--- src/hw/rtl/i2cras_pkg.sv ---
// Package for the I2C register access sequencer.
// Holds the state, command, status and control codes and the request and result structs.
// No dependencies.
package i2cras_pkg;

    typedef enum logic [3:0] {
        ST_IDLE    = 4'd0,
        ST_START   = 4'd1,
        ST_ADDR_W  = 4'd2,
        ST_REG     = 4'd3,
        ST_TX_VAL  = 4'd4,
        ST_START_R = 4'd5,
        ST_ADDR_R  = 4'd6,
        ST_RX_1    = 4'd7,
        ST_RX_2    = 4'd8,
        ST_RX_BULK = 4'd9,
        ST_DONE    = 4'd10
    } t_state;

    typedef enum logic [1:0] {
        CMD_READ  = 2'd0,
        CMD_WRITE = 2'd1,
        CMD_EVENT = 2'd2,
        CMD_ERROR = 2'd3
    } t_cmd;

    typedef enum logic [1:0] {
        STS_OK      = 2'd0,
        STS_INVALID = 2'd1,
        STS_BUSY    = 2'd2
    } t_status;

    typedef enum logic [1:0] {
        BUS_NONE  = 2'd0,
        BUS_START = 2'd1,
        BUS_STOP  = 2'd2
    } t_bus;

    typedef enum logic [1:0] {
        CTL_KEEP  = 2'd0,
        CTL_SET   = 2'd1,
        CTL_CLEAR = 2'd2
    } t_ctl;

    localparam logic [7:0] C_ADDR_MAX     = 8'h7F;
    localparam logic [8:0] C_MAX_READ_LEN = 9'd255;
    localparam logic [7:0] C_BULK_TAIL    = 8'd3;

    typedef struct packed {
        logic [1:0] cmd;
        logic [7:0] dev_addr;
        logic [7:0] reg_addr;
        logic [7:0] wr_value;
        logic [7:0] rd_len;
        logic       flag_start_sent;
        logic       flag_addr_done;
        logic       flag_tx_empty;
        logic       flag_byte_done;
        logic       flag_rx_full;
        logic [7:0] rx_data0;
        logic [7:0] rx_data1;
    } t_req;

    typedef struct packed {
        logic [1:0] call_status;
        logic       tx_valid;
        logic [7:0] tx_byte;
        logic [1:0] bus_ctl;
        logic [1:0] ack_ctl;
        logic [1:0] pos_ctl;
        logic [1:0] rx_count;
        logic [7:0] rx_first;
        logic [7:0] rx_second;
        logic       done_res;
        logic       failed;
        logic [3:0] fsm_state;
    } t_res;

endpackage

--- src/hw/rtl/i2c_register_access_sequencer_core.sv ---
// Top level of the I2C register access sequencer.
// A request is registered, decoded against the held state and its result registered.
// Throughput: one request per cycle while i_ready does not stall the result stage,
// set by the single state update per request.
// Synchronous active-low reset returns the machine to idle and empties both stages.
// Depends on i2cras_pkg, i2cras_in_reg, i2cras_seq and i2cras_out_reg.
module i2c_register_access_sequencer_core (
    input  logic       i_clk,
    input  logic       i_rst_n,
    input  logic       i_valid,
    output logic       o_ready,
    input  logic [1:0] i_cmd,
    input  logic [7:0] i_dev_addr,
    input  logic [7:0] i_reg_addr,
    input  logic [7:0] i_wr_value,
    input  logic [7:0] i_rd_len,
    input  logic       i_flag_start_sent,
    input  logic       i_flag_addr_done,
    input  logic       i_flag_tx_empty,
    input  logic       i_flag_byte_done,
    input  logic       i_flag_rx_full,
    input  logic [7:0] i_rx_data0,
    input  logic [7:0] i_rx_data1,
    output logic       o_valid,
    input  logic       i_ready,
    output logic [1:0] o_call_status,
    output logic       o_tx_valid,
    output logic [7:0] o_tx_byte,
    output logic [1:0] o_bus_ctl,
    output logic [1:0] o_ack_ctl,
    output logic [1:0] o_pos_ctl,
    output logic [1:0] o_rx_count,
    output logic [7:0] o_rx_first,
    output logic [7:0] o_rx_second,
    output logic       o_done_res,
    output logic       o_failed,
    output logic [3:0] o_fsm_state
);
    import i2cras_pkg::*;

    t_req in_req;
    t_req held_req;
    t_res seq_res;
    t_res out_res;
    logic held_valid;
    logic out_space;
    logic advance;

    assign in_req.cmd             = i_cmd;
    assign in_req.dev_addr        = i_dev_addr;
    assign in_req.reg_addr        = i_reg_addr;
    assign in_req.wr_value        = i_wr_value;
    assign in_req.rd_len          = i_rd_len;
    assign in_req.flag_start_sent = i_flag_start_sent;
    assign in_req.flag_addr_done  = i_flag_addr_done;
    assign in_req.flag_tx_empty   = i_flag_tx_empty;
    assign in_req.flag_byte_done  = i_flag_byte_done;
    assign in_req.flag_rx_full    = i_flag_rx_full;
    assign in_req.rx_data0        = i_rx_data0;
    assign in_req.rx_data1        = i_rx_data1;

    assign advance = held_valid && out_space;

    i2cras_in_reg u_in_reg (
        .i_clk     (i_clk),
        .i_rst_n   (i_rst_n),
        .i_valid   (i_valid),
        .o_ready   (o_ready),
        .i_req     (in_req),
        .i_advance (advance),
        .o_valid   (held_valid),
        .o_req     (held_req)
    );

    i2cras_seq u_seq (
        .i_clk     (i_clk),
        .i_rst_n   (i_rst_n),
        .i_advance (advance),
        .i_req     (held_req),
        .o_res     (seq_res)
    );

    i2cras_out_reg u_out_reg (
        .i_clk   (i_clk),
        .i_rst_n (i_rst_n),
        .i_load  (advance),
        .i_res   (seq_res),
        .o_space (out_space),
        .o_valid (o_valid),
        .i_ready (i_ready),
        .o_res   (out_res)
    );

    assign o_call_status = out_res.call_status;
    assign o_tx_valid    = out_res.tx_valid;
    assign o_tx_byte     = out_res.tx_byte;
    assign o_bus_ctl     = out_res.bus_ctl;
    assign o_ack_ctl     = out_res.ack_ctl;
    assign o_pos_ctl     = out_res.pos_ctl;
    assign o_rx_count    = out_res.rx_count;
    assign o_rx_first    = out_res.rx_first;
    assign o_rx_second   = out_res.rx_second;
    assign o_done_res    = out_res.done_res;
    assign o_failed      = out_res.failed;
    assign o_fsm_state   = out_res.fsm_state;

endmodule

--- src/hw/rtl/i2cras_in_reg.sv ---
// Input register stage of the I2C register access sequencer.
// Depends on i2cras_pkg for the request struct.
module i2cras_in_reg (
    input  logic              i_clk,
    input  logic              i_rst_n,
    input  logic              i_valid,
    output logic              o_ready,
    input  i2cras_pkg::t_req  i_req,
    input  logic              i_advance,
    output logic              o_valid,
    output i2cras_pkg::t_req  o_req
);
    import i2cras_pkg::*;

    logic r_valid;
    t_req r_req;

    assign o_ready = !r_valid || i_advance;
    assign o_valid = r_valid;
    assign o_req   = r_req;

    always_ff @(posedge i_clk) begin
        if (!i_rst_n) begin
            r_valid <= 1'b0;
        end else if (o_ready) begin
            r_valid <= i_valid;
        end
    end

    always_ff @(posedge i_clk) begin
        if (o_ready && i_valid) begin
            r_req <= i_req;
        end
    end

endmodule

--- src/hw/rtl/i2cras_seq.sv ---
// Transaction state machine of the I2C register access sequencer.
// Holds the sequencer state and works out one result per request.
// Depends on i2cras_pkg.
module i2cras_seq (
    input  logic              i_clk,
    input  logic              i_rst_n,
    input  logic              i_advance,
    input  i2cras_pkg::t_req  i_req,
    output i2cras_pkg::t_res  o_res
);
    import i2cras_pkg::*;

    t_state     r_state,       n_state;
    logic [6:0] r_target_addr, n_target_addr;
    logic [7:0] r_target_reg,  n_target_reg;
    logic [7:0] r_write_byte,  n_write_byte;
    logic       r_is_write,    n_is_write;
    logic [7:0] r_read_total,  n_read_total;
    logic [7:0] r_read_index,  n_read_index;
    logic       r_done,        n_done;
    logic       r_fail,        n_fail;

    always_ff @(posedge i_clk) begin
        if (!i_rst_n) begin
            r_state    <= ST_IDLE;
            r_is_write <= 1'b0;
            r_done     <= 1'b0;
            r_fail     <= 1'b0;
        end else if (i_advance) begin
            r_state    <= n_state;
            r_is_write <= n_is_write;
            r_done     <= n_done;
            r_fail     <= n_fail;
        end
    end

    always_ff @(posedge i_clk) begin
        if (i_advance) begin
            r_target_addr <= n_target_addr;
            r_target_reg  <= n_target_reg;
            r_write_byte  <= n_write_byte;
            r_read_total  <= n_read_total;
            r_read_index  <= n_read_index;
        end
    end

    always_comb begin
        logic       free_now;
        logic       bad;
        logic [7:0] remain;
        t_res       res;

        n_state       = r_state;
        n_target_addr = r_target_addr;
        n_target_reg  = r_target_reg;
        n_write_byte  = r_write_byte;
        n_is_write    = r_is_write;
        n_read_total  = r_read_total;
        n_read_index  = r_read_index;
        n_done        = r_done;
        n_fail        = r_fail;

        res           = '0;
        free_now      = (r_state == ST_IDLE) || (r_state == ST_DONE);
        bad           = (i_req.dev_addr > C_ADDR_MAX);
        remain        = (r_read_index < r_read_total) ? (r_read_total - r_read_index) : 8'd0;

        if (i_req.cmd == CMD_READ &&
            (i_req.rd_len == 8'd0 || {1'b0, i_req.rd_len} > C_MAX_READ_LEN)) begin
            bad = 1'b1;
        end

        unique case (t_cmd'(i_req.cmd))
            CMD_READ, CMD_WRITE: begin
                if (bad) begin
                    res.call_status = STS_INVALID;
                end else if (!free_now) begin
                    res.call_status = STS_BUSY;
                end else begin
                    n_target_addr = i_req.dev_addr[6:0];
                    n_target_reg  = i_req.reg_addr;
                    n_done        = 1'b0;
                    n_fail        = 1'b0;
                    n_state       = ST_START;
                    res.bus_ctl   = BUS_START;
                    if (i_req.cmd == CMD_READ) begin
                        n_is_write    = 1'b0;
                        n_read_total  = i_req.rd_len;
                        n_read_index  = 8'd0;
                        res.ack_ctl   = CTL_SET;
                    end else begin
                        n_is_write   = 1'b1;
                        n_write_byte = i_req.wr_value;
                    end
                end
            end
            CMD_ERROR: begin
                res.bus_ctl = BUS_STOP;
                res.pos_ctl = CTL_CLEAR;
                res.ack_ctl = CTL_SET;
                n_done      = 1'b1;
                n_fail      = 1'b1;
                n_state     = ST_DONE;
            end
            CMD_EVENT: begin
                unique case (r_state)
                    ST_START: begin
                        if (i_req.flag_start_sent) begin
                            res.tx_valid = 1'b1;
                            res.tx_byte  = {r_target_addr, 1'b0};
                            n_state      = ST_ADDR_W;
                        end
                    end
                    ST_ADDR_W: begin
                        if (i_req.flag_addr_done) begin
                            res.tx_valid = 1'b1;
                            res.tx_byte  = r_target_reg;
                            n_state      = ST_REG;
                        end
                    end
                    ST_REG: begin
                        if (r_is_write) begin
                            if (i_req.flag_tx_empty) begin
                                res.tx_valid = 1'b1;
                                res.tx_byte  = r_write_byte;
                                n_state      = ST_TX_VAL;
                            end
                        end else if (i_req.flag_byte_done && i_req.flag_tx_empty) begin
                            res.bus_ctl = BUS_START;
                            n_state     = ST_START_R;
                        end
                    end
                    ST_TX_VAL: begin
                        if (i_req.flag_byte_done && i_req.flag_tx_empty) begin
                            res.bus_ctl = BUS_STOP;
                            res.ack_ctl = CTL_SET;
                            n_done      = 1'b1;
                            n_fail      = 1'b0;
                            n_state     = ST_DONE;
                        end
                    end
                    ST_START_R: begin
                        if (i_req.flag_start_sent) begin
                            res.tx_valid = 1'b1;
                            res.tx_byte  = {r_target_addr, 1'b1};
                            n_state      = ST_ADDR_R;
                        end
                    end
                    ST_ADDR_R: begin
                        if (i_req.flag_addr_done) begin
                            if (r_read_total == 8'd1) begin
                                res.ack_ctl = CTL_CLEAR;
                                res.bus_ctl = BUS_STOP;
                                n_state     = ST_RX_1;
                            end else if (r_read_total == 8'd2) begin
                                res.pos_ctl = CTL_SET;
                                res.ack_ctl = CTL_CLEAR;
                                n_state     = ST_RX_2;
                            end else begin
                                res.ack_ctl = CTL_SET;
                                n_state     = ST_RX_BULK;
                            end
                        end
                    end
                    ST_RX_1: begin
                        if (i_req.flag_rx_full) begin
                            res.rx_count = 2'd1;
                            res.rx_first = i_req.rx_data0;
                            n_read_index = r_read_index + 8'd1;
                            res.ack_ctl  = CTL_SET;
                            n_done       = 1'b1;
                            n_fail       = 1'b0;
                            n_state      = ST_DONE;
                        end
                    end
                    ST_RX_2: begin
                        if (i_req.flag_byte_done) begin
                            res.bus_ctl   = BUS_STOP;
                            res.rx_count  = 2'd2;
                            res.rx_first  = i_req.rx_data0;
                            res.rx_second = i_req.rx_data1;
                            n_read_index  = r_read_index + 8'd2;
                            res.pos_ctl   = CTL_CLEAR;
                            res.ack_ctl   = CTL_SET;
                            n_done        = 1'b1;
                            n_fail        = 1'b0;
                            n_state       = ST_DONE;
                        end
                    end
                    ST_RX_BULK: begin
                        if (remain > C_BULK_TAIL) begin
                            if (i_req.flag_rx_full) begin
                                res.rx_count = 2'd1;
                                res.rx_first = i_req.rx_data0;
                                n_read_index = r_read_index + 8'd1;
                            end
                        end else if (remain == C_BULK_TAIL) begin
                            if (i_req.flag_byte_done) begin
                                res.ack_ctl  = CTL_CLEAR;
                                res.rx_count = 2'd1;
                                res.rx_first = i_req.rx_data0;
                                n_read_index = r_read_index + 8'd1;
                                n_state      = ST_RX_2;
                            end
                        end
                    end
                    default: begin
                    end
                endcase
            end
            default: begin
            end
        endcase

        res.done_res  = n_done;
        res.failed    = n_fail;
        res.fsm_state = n_state;
        o_res         = res;
    end

endmodule

--- src/hw/rtl/i2cras_out_reg.sv ---
// Result register stage of the I2C register access sequencer.
// Depends on i2cras_pkg for the result struct.
module i2cras_out_reg (
    input  logic              i_clk,
    input  logic              i_rst_n,
    input  logic              i_load,
    input  i2cras_pkg::t_res  i_res,
    output logic              o_space,
    output logic              o_valid,
    input  logic              i_ready,
    output i2cras_pkg::t_res  o_res
);
    import i2cras_pkg::*;

    logic r_valid;
    t_res r_res;

    assign o_space = !r_valid || i_ready;
    assign o_valid = r_valid;
    assign o_res   = r_res;

    always_ff @(posedge i_clk) begin
        if (!i_rst_n) begin
            r_valid <= 1'b0;
        end else if (o_space) begin
            r_valid <= i_load;
        end
    end

    always_ff @(posedge i_clk) begin
        if (i_load) begin
            r_res <= i_res;
        end
    end

endmodule
--- config.mk ---
export PLATFORM = sky130hd
export DESIGN_NAME = i2c_register_access_sequencer_core
export DESIGN_NICKNAME = d
export VERILOG_FILES = /design/src/hw/rtl/i2cras_pkg.sv /design/src/hw/rtl/i2c_register_access_sequencer_core.sv /design/src/hw/rtl/i2cras_in_reg.sv /design/src/hw/rtl/i2cras_seq.sv /design/src/hw/rtl/i2cras_out_reg.sv
export SDC_FILE = /design/constraint.sdc
export NUM_CORES = 1
export LEC_CHECK = 0
export BUFFER_PORTS_ARGS = -buffer_cell sky130_fd_sc_hd__buf_2
export CORE_AREA = 2 2 123 125
export CTS_CLUSTER_DIAMETER = 60
export DETAILED_ROUTE_END_ITERATION = 12
export DIE_AREA = 0 0 125 127
export HOLD_SLACK_MARGIN = 0.1
export PLACE_DENSITY = 0.76
export SETUP_SLACK_MARGIN = 0.4
export SYNTH_ARGS = -nofsm -noshare
export SYNTH_HDL_FRONTEND = slang
export SYNTH_SLANG_ARGS = --single-unit
--- constraint.sdc ---
create_clock -name i_clk -period 5.85 [get_ports i_clk]
set_input_delay 0 -clock i_clk [delete_from_list [all_inputs] [get_ports i_clk]]
set_output_delay 0 -clock i_clk [all_outputs]
set_load 0.1 [all_outputs]
# Word level (Yosys, flattened, before mapping)
# Cells that the tools add are included.
[classes]
n_addsub = 3
multipliers = 0
div = 0
n_lt_le_gt_ge = 3
eq_ne = 23
shifts = 0
muxes = 81
bitwise_logic = 3
reduce_logical = 20
[ops]
columns = ["operator", "n"]
rows = [
  ["$mux W4", 18],
  ["$mux W8", 9],
  ["$mux W9", 7],
  ["$pmux W4 S9", 1],
  ["$pmux W9 S4", 1],
  ["$pmux W10 S3", 1],
  ["$mux W24", 1],
  ["$pmux W4 S3", 2],
  ["$pmux W8 S3", 1],
  ["$mux W10", 2],
  ["$mux W1", 19],
  ["$eq A4 B3 Y1 const B", 4],
  ["$eq A8 B2 Y1 const B", 2],
  ["$mux W2", 8],
  ["$pmux W8 S2", 1],
  ["$eq A4 B4 Y1 const B", 3],
  ["$pmux W1 S3", 4],
  ["$pmux W2 S5", 1],
  ["$reduce_and A5 Y1", 2],
  ["$reduce_and A9 Y1", 1],
  ["$add A8 B1 Y8 const B", 1],
  ["$add A8 B2 Y8 const B", 1],
  ["$eq A4 B2 Y1 const B", 2],
  ["$eq A8 B1 Y1 const B", 1],
  ["28 further kinds", 40],
]
[word_totals]
regBits = 144
latch_bits = 0
ram_bits = 0
mem_bits_ro = 0
in_bits = 59
out_inout_bits = 43
wordCells = 169
n_memories = 0

# Depth between registers and ports, before layout
# Gate-level depths: netlist of run 1.
[logic_depth]
depth_word = 7
ltp_mapped = 13
depth_no_buf = 11

# By module
# A second synthesis of run 1 with hierarchy kept.
[hier_totals]
cells_unflattened = 507
area_unflattened_um2 = 6422.4
[modules_own_cells]
columns = ["module", "n_inst", "cells_each", "area_per_inst_um2", "seq_area_each_um2"]
rows = [
  ["i2cras_seq", 1, 401, 3427.0, 1311.3],
  ["i2cras_in_reg", 1, 60, 1709.1, 1671.6],
  ["i2cras_out_reg", 1, 45, 1280.0, 1251.2],
  ["i2c_register_access_sequencer_core", 1, 1, 6.3, 0.0],
]

# Worst setup path after synthesis of run 1
# Ideal clock, no wire load.
[synth_path]
path_kind = "reg2reg"
from = "register u_out_reg.r_valid, in the netlist u_out_reg.o_valid"
to = "register u_in_reg.r_req (netlist bit u_in_reg.o_req[0]) (enable)"
setup_time_ns = 0.418
arrival_time_ns = 3.039
required_time_ns = 5.432
slack_ns = 2.393
path_stages_with_launch = 4
n_path_buf = 0
synth_period_minus_slack_ns = 3.457
cell_sequence = "dfxtp_1 -> nor2b_1 -> nand2_1 -> and2_1"
[synth_via]
elab_chain_len = 5
[synth_rtl]
columns = ["element", "line", "rtl"]
rows = [
  ["start: declaration", "i2cras_out_reg.sv:15", "logic r_valid;"],
  ["start signal: assignment", "i2cras_out_reg.sv:26", "r_valid <= i_load;"],
  ["$logic_not A1 Y1", "i2cras_out_reg.sv:18", "assign o_space = !r_valid || i_ready;"],
  ["$logic_or A1 B1 Y1", "i2cras_out_reg.sv:18", ""],
  ["$logic_and A1 B1 Y1", "i2c_register_access_sequencer_core.sv:62", "assign advance = held_valid && out_space;"],
  ["$logic_or A1 B1 Y1", "i2cras_in_reg.sv:18", "assign o_ready = !r_valid || i_advance;"],
  ["named net o_ready", "i2c_register_access_sequencer_core.sv:11", "output logic o_ready,"],
  ["$logic_and A1 B1 Y1", "i2cras_in_reg.sv:31", "if (o_ready && i_valid) begin"],
  ["end signal: assignment", "i2cras_in_reg.sv:32", "r_req <= i_req;"],
  ["end: declaration", "i2cras_in_reg.sv:16", "t_req r_req;"],
]
# The timed path passes the listed nets, and every way through them passes these cells.
# A chain may end at the register's enable or synchronous reset.

# Worst setup path after layout of run 1
[layout_path]
from = "register u_seq.r_read_index[0]"
to = "register u_seq.r_read_index[7], data pin"
[layout_via]
elab_chain_len = 6
word_cells_on_any_way = 13
cone_classes = "add/sub (3); order compare (2); mux (8)"
[layout_rtl]
columns = ["element", "line", "rtl"]
rows = [
  ["start: declaration", "i2cras_seq.sv:19", "logic [7:0] r_read_index, n_read_index;"],
  ["start signal: assignment", "i2cras_seq.sv:43", "r_read_index <= n_read_index;"],
  ["$sub A8 B8 Y8, or another cell as far along", "i2cras_seq.sv:66", "remain = (r_read_index < r_read_total) ? (r_read_total - r_read_index) : 8'd0;"],
  ["$mux W8, on equally long branches", "i2cras_seq.sv:66, i2cras_seq.sv:198", ""],
  ["$gt A8 B2 Y1 or $mux W8 (tied branches)", "i2cras_seq.sv:191, i2cras_seq.sv:197", ""],
  ["$mux W8", "i2cras_seq.sv:191", "if (remain > C_BULK_TAIL) begin"],
  ["$pmux W8 S3 (*)", "i2cras_seq.sv:106", "unique case (r_state)"],
  ["$pmux W8 S2 (*)", "i2cras_seq.sv:73", "unique case (t_cmd'(i_req.cmd))"],
]
# Mark *: on every way between the ends. The rest lies on a longest branch, timed or not. The select of a mux whose other input is x is not followed.

==> results of run 1 <==
-- area by class of cell --
cell class | instances | area [um^2] | share of cell area (%)
Clock inverter | 15 | 161 | 1.94
Sequential cell | 144 | 4230 | 50.9
Timing Repair Buffer | 166 | 1140 | 13.8
Tap cell | 184 | 230 | 2.77
Inverter | 19 | 71.3 | 0.858
Clock buffer | 17 | 425 | 5.12
Multi-Input combinational cell | 338 | 2040 | 24.6
-- cells by family after synthesis --
kind of cell	Yosys count
XOR/XNOR	5
multiplexers	6
adder cells (fa/ha/maj)	11
AO/OA/AOI/OAI	123
AND/OR/NAND/NOR	193
buffers and inverters	42
flip-flops	144
-- metrics by stage --
stage | setup WS [ps] | util (%)
floorplan | 2390 | -
global placement | 2130 | 49.4
detailed placement | 2070 | 49.4
CTS | 2040 | 57.6
global route | 1800 | 57.6
finish | 2030 | 57.6
-- power by group through the flow --
stage	Combinational (mW)	Sequential (mW)	Clock (mW)
after CTS	0.270	1.20	1.08
after global routing	0.292	1.21	1.13
final	0.273	1.21	1.07
after floorplan	0.0920	1.31	0
after detailed placement	0.239	1.23	0
after global placement	0.236	1.23	0
-- worst max-delay path, stage by stage (launching register included) --
cell and delay, ps:
edfxtp_1 580, ha_1 320, fa_1 470, nand2b_1 180, a21oi_2 290, xor2_1 120, or4_4 540, a21oi_4 190
a211o_1 400, mux2i_1 130, or3_1 360
-- layer usage --
layer / vias up / share of wire, %
met5: - / 0
met2: 239 / 48
li1: 2334 / -
met1: 2331 / 43
met3: 21 / 7.8
met4: 0 / 1.5
-- cell usage after synthesis, types with 2 or more instances --
cell and n:
edfxtp_1 135, nand2_1 60, nor2_1 53, a21oi_1 25, o21ai_0 24, clkbuf_1 19, inv_1 18, nor3_1 13
nand3_1 11, and2_1 10, ha_1 10, dfxtp_1 9, nand2b_1 8, nor2b_1 8, a222oi_1 7, a31oi_1 7
a211oi_1 6, mux2i_1 6, nor4_1 6, nand4_1 5, a221oi_1 4, and3_1 4, o22ai_1 4, xor2_1 4
a21o_1 3, a311oi_1 3, and4_1 3, buf_1 3, nor3b_1 3, o211ai_1 3, o21a_1 3, o221ai_1 3
o311ai_0 3, or3_1 3, a22o_1 2, a22oi_1 2, a32oi_1 2, nor4b_1 2, o2111ai_1 2, o2bb2ai_1 2
-- repair_timing --
action	CTS	global route
endpoints found under the hold margin	64	0
gates resized for setup	0	0
setup buffers	0	0
hold buffers	60	0
-- cells in the final DEF (no fill, tap or decap), types with 6 or more instances in the layout --
cell / count
clkbuf_16: 17
nand2b_1: 8
a31oi_1: 7
mux2i_1: 6
nor2b_1: 8
edfxtp_1: 135
dlygate4sd3_1: 60
dfxtp_1: 9
nand2_1: 60
ha_1: 10
nand3_1: 11
o21ai_0: 24
a222oi_1: 7
a211oi_1: 6
and2_1: 9
nor3_1: 13
buf_2: 101
a21oi_1: 25
nor2_1: 53
inv_1: 18
-- worst max path at each step --
stage | start | cells after the start | to
2_1_floorplan | u_out_reg.o_valid | 3 | u_in_reg.o_req[0]
4_1_cts | u_seq.r_read_index[0] | 10 | u_seq.r_read_index[7]
3_3_place_gp | u_seq.r_read_index[0] | 10 | u_seq.r_read_index[7]
6_report | u_seq.r_read_index[0] | 10 | u_seq.r_read_index[7]
3_5_place_dp | u_seq.r_read_index[0] | 10 | u_seq.r_read_index[7]
5_1_grt | u_seq.r_read_index[0] | 10 | u_seq.r_read_index[7]
==> reports/results.ini, run 1 <==
[run_status]
status=finished, final reports clean

[synth]
synth-simple-area-share_pct=14.2
synth_cells=524
synth_top_area_share_pct=63.0
muxShareOfSynthArea_pct=0.933
synthFlopType=edfxtp_1
synth-edff-count=135
synth_area_um2=6440
seq_area_frac_synth_pct=65.8
ys_ff_latch=144
yosysTopAreaCell=edfxtp_1
synth.avg_cell_area_um2=12.3
synth_cell_types=66
synth_compound_area_share_pct=13.5
async_flop_share_pct=0
synth-xor-area-share_pct=0.680
synth.net_count=594
synth_area_leaders=edfxtp_1 63%, nand2_1 3.5%, nor2_1 3.1%
synth_top_family_by_area=simple AND/OR/NAND/NOR gates
ys_warn_count=0
synthAdderAreaFrac_pct=2.26

[final_layout]
largest_reg_flops=55
nNetsFinal=756
final_cell_area_um2=8310
diodes=0
drive_gt1_share_pct=20.9
fillers=1143
syn2layout_area_growth_pct=29.1
stdcell_count=883

[power]
cellPowerDensity_nw_per_um2=306
power_frac_seq_pct=47.4
p_sw_share_pct=26.7
combPwrFrac_pct=10.7
ir_drop_mv=0.373
internal_power_mw=1.87
p_clk_share_pct=41.9
finalPower_mw=2.55
power_switching_mw=0.681
leakagePower_nw=3.10

[worst_setup_path]
critPathKind=reg2reg
r2r_cells=10
r2r-start=u_seq.r_read_index[0]
critPathMaxFanout=11
critPathCaptureType=flip-flop
ff2ff_setup_slack_ps=2030
cp-start-kind=flip-flop
cp.arrival_ps=4000
cp.required_ps=6020
r2r-end=u_seq.r_read_index[7]

[clock_network]
htreeDepth=4
cts_buffer_depth=2
numCtsBuffers=17
clock-sinks=144
cts_root_buf=clkbuf_16
cts_tree=built
cts.clk_slew.worst_paths_ps=70
clock_latency_ps=430

[placed_design]
dpl.hpwl_mm=9.84
io_buffers=101
place_area_um2=7120
dp.cells=791
gp_congestion=0.906

[sta]
hold_slack_ps=278
finalSetupTns_ps=0
setup_violations=0
slew_headroom_pct=26.5
hold_viol_final=0
min_period_over_period_pct=65.3
worstMarginPinSlew_ps=1090
min_period_ps=3820
grt_setup_unrepaired=no
finalClockSkew_ps=7.78
drv_slew=0
max_freq_ghz=0.262

[drt]
wl_mm=15.5
wire_per_inst_um=17.5
vias_per_cell=5.58
drc=0
drt_pre_antenna_iters=5
ant_nets=0
route.vias.total=4925
drt_iter0_markers=351

[grt]
use_met1_pct=26.8
met2_usage_pct=32.5
use_met3_pct=5.70
grt_max_degree=56
busiest_layer=met2
grt_pass1_vias=4896
antenna_found_initial=0
grt-ovfl-total=0
grt_pass1_wl_mm=25.3
grt_use_total_pct=20.2

[die]
die_h_um=127
start_util_pct=44.6
ios=102
core_um2=14400
die-area_um2=15900
rows=44
die_w_um=125

[min_path]
worstHoldPathCells=2
hp-class=in2reg
min_to=u_in_reg.o_req[36]
min-delay-start=i_wr_value[7]

[job]
cap_violations=0

Note: power is estimated with default switching activity, not from simulation.
==> run 2: changes to the inputs <==
--- a/config.mk
+++ b/config.mk
@@ -11,7 +11,7 @@
 export DETAILED_ROUTE_END_ITERATION = 12
 export DIE_AREA = 0 0 125 127
 export HOLD_SLACK_MARGIN = 0.1
-export PLACE_DENSITY = 0.76
+export PLACE_DENSITY = 0.78
 export SETUP_SLACK_MARGIN = 0.4
 export SYNTH_ARGS = -nofsm -noshare
 export SYNTH_HDL_FRONTEND = slang
==> constraint.sdc (replaced) <==
create_clock -name i_clk -period 3.1 [get_ports i_clk]
set_input_delay 0 -clock i_clk [delete_from_list [all_inputs] [get_ports i_clk]]
set_output_delay 0 -clock i_clk [all_outputs]
set_load 0.1 [all_outputs]
==> run 2 against run 1 <==
Effect of this change: the run now ends with setup timing left; power rose by 90%; register-to-register slack got worse by 2000 ps; clock power rose by 88%; count of clock-buffer cells in the layout rose by 1; maximum frequency rose by 23%; hold slack got worse by 2.0 ps; combinational power rose by 110%; clock skew rose by 6.3 ps; sequential share of layout area fell by 2.8 points; non-clock buffer count rose by 35; utilization rose by 3.3 points; first-iteration DRC count rose by 45%; largest cell class unchanged.
==> reports/results.ini, run 2 (synthesis results as in run 1) <==
[run_status]
status=finished with violations  ; was finished, final reports clean
failed_checks=setup timing

[job]
cap_violations=0  ; unchanged

[die]
die_h_um=127  ; unchanged
ios=102  ; unchanged
die_w_um=125  ; unchanged
die-area_um2=15900  ; unchanged
start_util_pct=44.6  ; unchanged
core_um2=14400  ; unchanged
rows=44  ; unchanged

[clock_network]
cts_root_buf=clkbuf_16  ; unchanged
cts_buffer_depth=2  ; unchanged
numCtsBuffers=17  ; unchanged
cts_tree=built  ; unchanged
clock-sinks=144  ; unchanged
cts.clk_slew.worst_paths_ps=70  ; about the same
htreeDepth=4  ; unchanged
clock_latency_ps=430  ; about the same

[final_layout]
post-route-util_pct=60.9  ; was 57.6%
final_common_cell=edfxtp_1  ; unchanged
syn2layout_area_growth_pct=36.5  ; was 29.1%
mostFrequentLayoutCells=135 x edfxtp_1, 101 x buf_2, 60 x nand2_1, 60 x dlygate4sd3_1, 46 x nor2_1  ; was 135 x edfxtp_1, 101 x buf_2, 60 x nand2_1, 60 x dlygate4sd3_1, 53 x nor2_1
drive_gt1_share_pct=28.9  ; was 20.9%
largest_reg_flops=55  ; unchanged
final_cell_area_um2=8790  ; was 8310 um^2
diodes=0  ; unchanged
nNetsFinal=791  ; was 756

[worst_setup_path]
cp.buffers_inverters=1  ; was 0
critPathCaptureType=flip-flop  ; unchanged
crit_family=simple AND/OR/NAND/NOR gates  ; unchanged
slowest_stage=edfxtp_1  ; unchanged
ff2ff_setup_slack_ps=-20  ; was 2030 ps
cp.required_ps=3270  ; was 6020 ps
slowest_delay_ps=440  ; was 580 ps
critPathMaxFanout=7  ; was 11
cp-start-kind=flip-flop  ; unchanged
crit_start=u_seq.r_read_index[0]  ; unchanged
cp.arrival_ps=3290  ; was 4000 ps
cp_cell_sequence=ha_4, fa_2, nand2b_4, a21oi_4, xor2_1, or4_4, a21oi_4, buf_4, a211o_4, mux2i_1, or3_1  ; was ha_1, fa_1, nand2b_1, a21oi_2, xor2_1, or4_4, a21oi_4, a211o_1, mux2i_1, or3_1
crit_top_cell=a21oi_4
r2r-start=u_seq.r_read_index[0]  ; unchanged
critPathKind=reg2reg  ; unchanged

[drt]
drt_iter0_markers=508  ; was 351
vias_per_cell=5.80  ; was 5.58
drt_pre_antenna_iters=5  ; unchanged
ant_nets=0  ; unchanged
wire_per_inst_um=18.0  ; was 17.5 um
drc=0  ; unchanged
wl_mm=16.5  ; was 15.5 mm
route.vias.total=5321  ; was 4925

[grt]
busiest_layer=met2  ; unchanged
use_met1_pct=25.2  ; was 26.8%
grt_pass1_vias=5266  ; was 4896
grt_pass1_wl_mm=25.9  ; was 25.3 mm
grt-ovfl-total=0  ; unchanged
grt_use_total_pct=20.7  ; was 20.2%
met2_usage_pct=35.1  ; was 32.5%
grt_max_degree=40  ; was 56
use_met3_pct=6.32  ; was 5.70%
antenna_found_initial=0  ; unchanged

[placed_design]
dpl.hpwl_mm=10.2  ; was 9.84 mm
place_area_um2=7290  ; was 7120 um^2
io_buffers=101  ; unchanged
preCtsSetupSlack_ps=-83.9  ; was 2070 ps
gp_congestion=0.936  ; was 0.906

[sta]
grt_setup_unrepaired=yes  ; was no
drv_slew=0  ; unchanged
slew_headroom_pct=27.9  ; was 26.5%
worstMarginPinSlew_ps=1070  ; was 1090 ps
finalClockSkew_ps=14.1  ; was 7.78 ps
max_freq_ghz=0.321  ; was 0.262 GHz
setup_slack_ps=-17.8  ; was 2030 ps
hold_viol_final=0  ; unchanged
min_period_ps=3120  ; was 3820 ps
min_period_over_period_pct=101  ; was 65.3%
setup_violations=1  ; was 0

[min_path]
min-delay-start=i_rd_len[4]  ; was i_wr_value[7]
hp-class=in2reg  ; unchanged

[power]
leakagePower_nw=3.30  ; was 3.10 nW
cellPowerDensity_nw_per_um2=551  ; was 306 nW/um^2
ir_drop_mv=0.622  ; was 0.373 mV

-- run 2: per-stage QoR --
step / total power [mW] / cells / hold WS (ps) / setup TNS, ps
6_report: 4.85 / 918 / 276 / -17.8
5_1_grt: 5.01 / 918 / 276 / -392
4_1_cts: 4.84 / 912 / 262 / 0
3_5_place_dp: 2.78 / 810 / 178 / -175
3_3_place_gp: 2.77 / 810 / 176 / 0
2_1_floorplan: 2.64 / 524 / 98.9 / 0
-- run 2: what timing repair did --
item	CTS	global route
buffers inserted	10	6
hold endpoints to repair	64	0
gates resized for setup	26	21
pin swaps	13	12
cloned	0	0
endpoints found under the setup margin	29	28
hold buffers	60	0
-- run 2: routing by layer --
| metal | share of wire (%) | up-vias |
|---|---|---|
| li1 | - | 2405 |
| met1 | 39 | 2520 |
| met2 | 49 | 349 |
| met3 | 9.5 | 47 |
| met4 | 2.2 | 0 |
| met5 | 0 | - |
-- run 2: path summary, 6_finish.rpt --
path                            endpoint  depth (start not counted)
setup / recovery   u_seq.r_read_index[3]                         11
hold / removal        u_in_reg.o_req[25]                          2
setup reg to reg   u_seq.r_read_index[3]                         11
hold reg to reg   u_seq.r_target_addr[3]                          0
-- run 2: worst reg2reg max path, stage by stage (launching register included) --
cell	delay (ps)
edfxtp_1	440
ha_4	200
fa_2	340
nand2b_4	160
a21oi_4	170
xor2_1	90
or4_4	440
a21oi_4	250
buf_4	160
a211o_4	190
mux2i_1	90
or3_1	340
-- run 2: final cells by class --
type | count | area (um^2)
fillers | 1063 | 5640
flip-flops and latches | 144 | 4240
multi-input cells | 338 | 2220
repair buffers | 201 | 1450
clock buffers | 18 | 429
well taps | 184 | 230
clock inverters | 14 | 156
inverters | 19 | 71.3
-- run 2: where the power goes --
group | switching [mW] | internal, mW | total (mW)
Combinational | 0.391 | 0.180 | 0.571
Sequential | 0.0421 | 2.22 | 2.26
Clock | 0.817 | 1.20 | 2.01
Total | 1.25 | 3.59 | 4.85
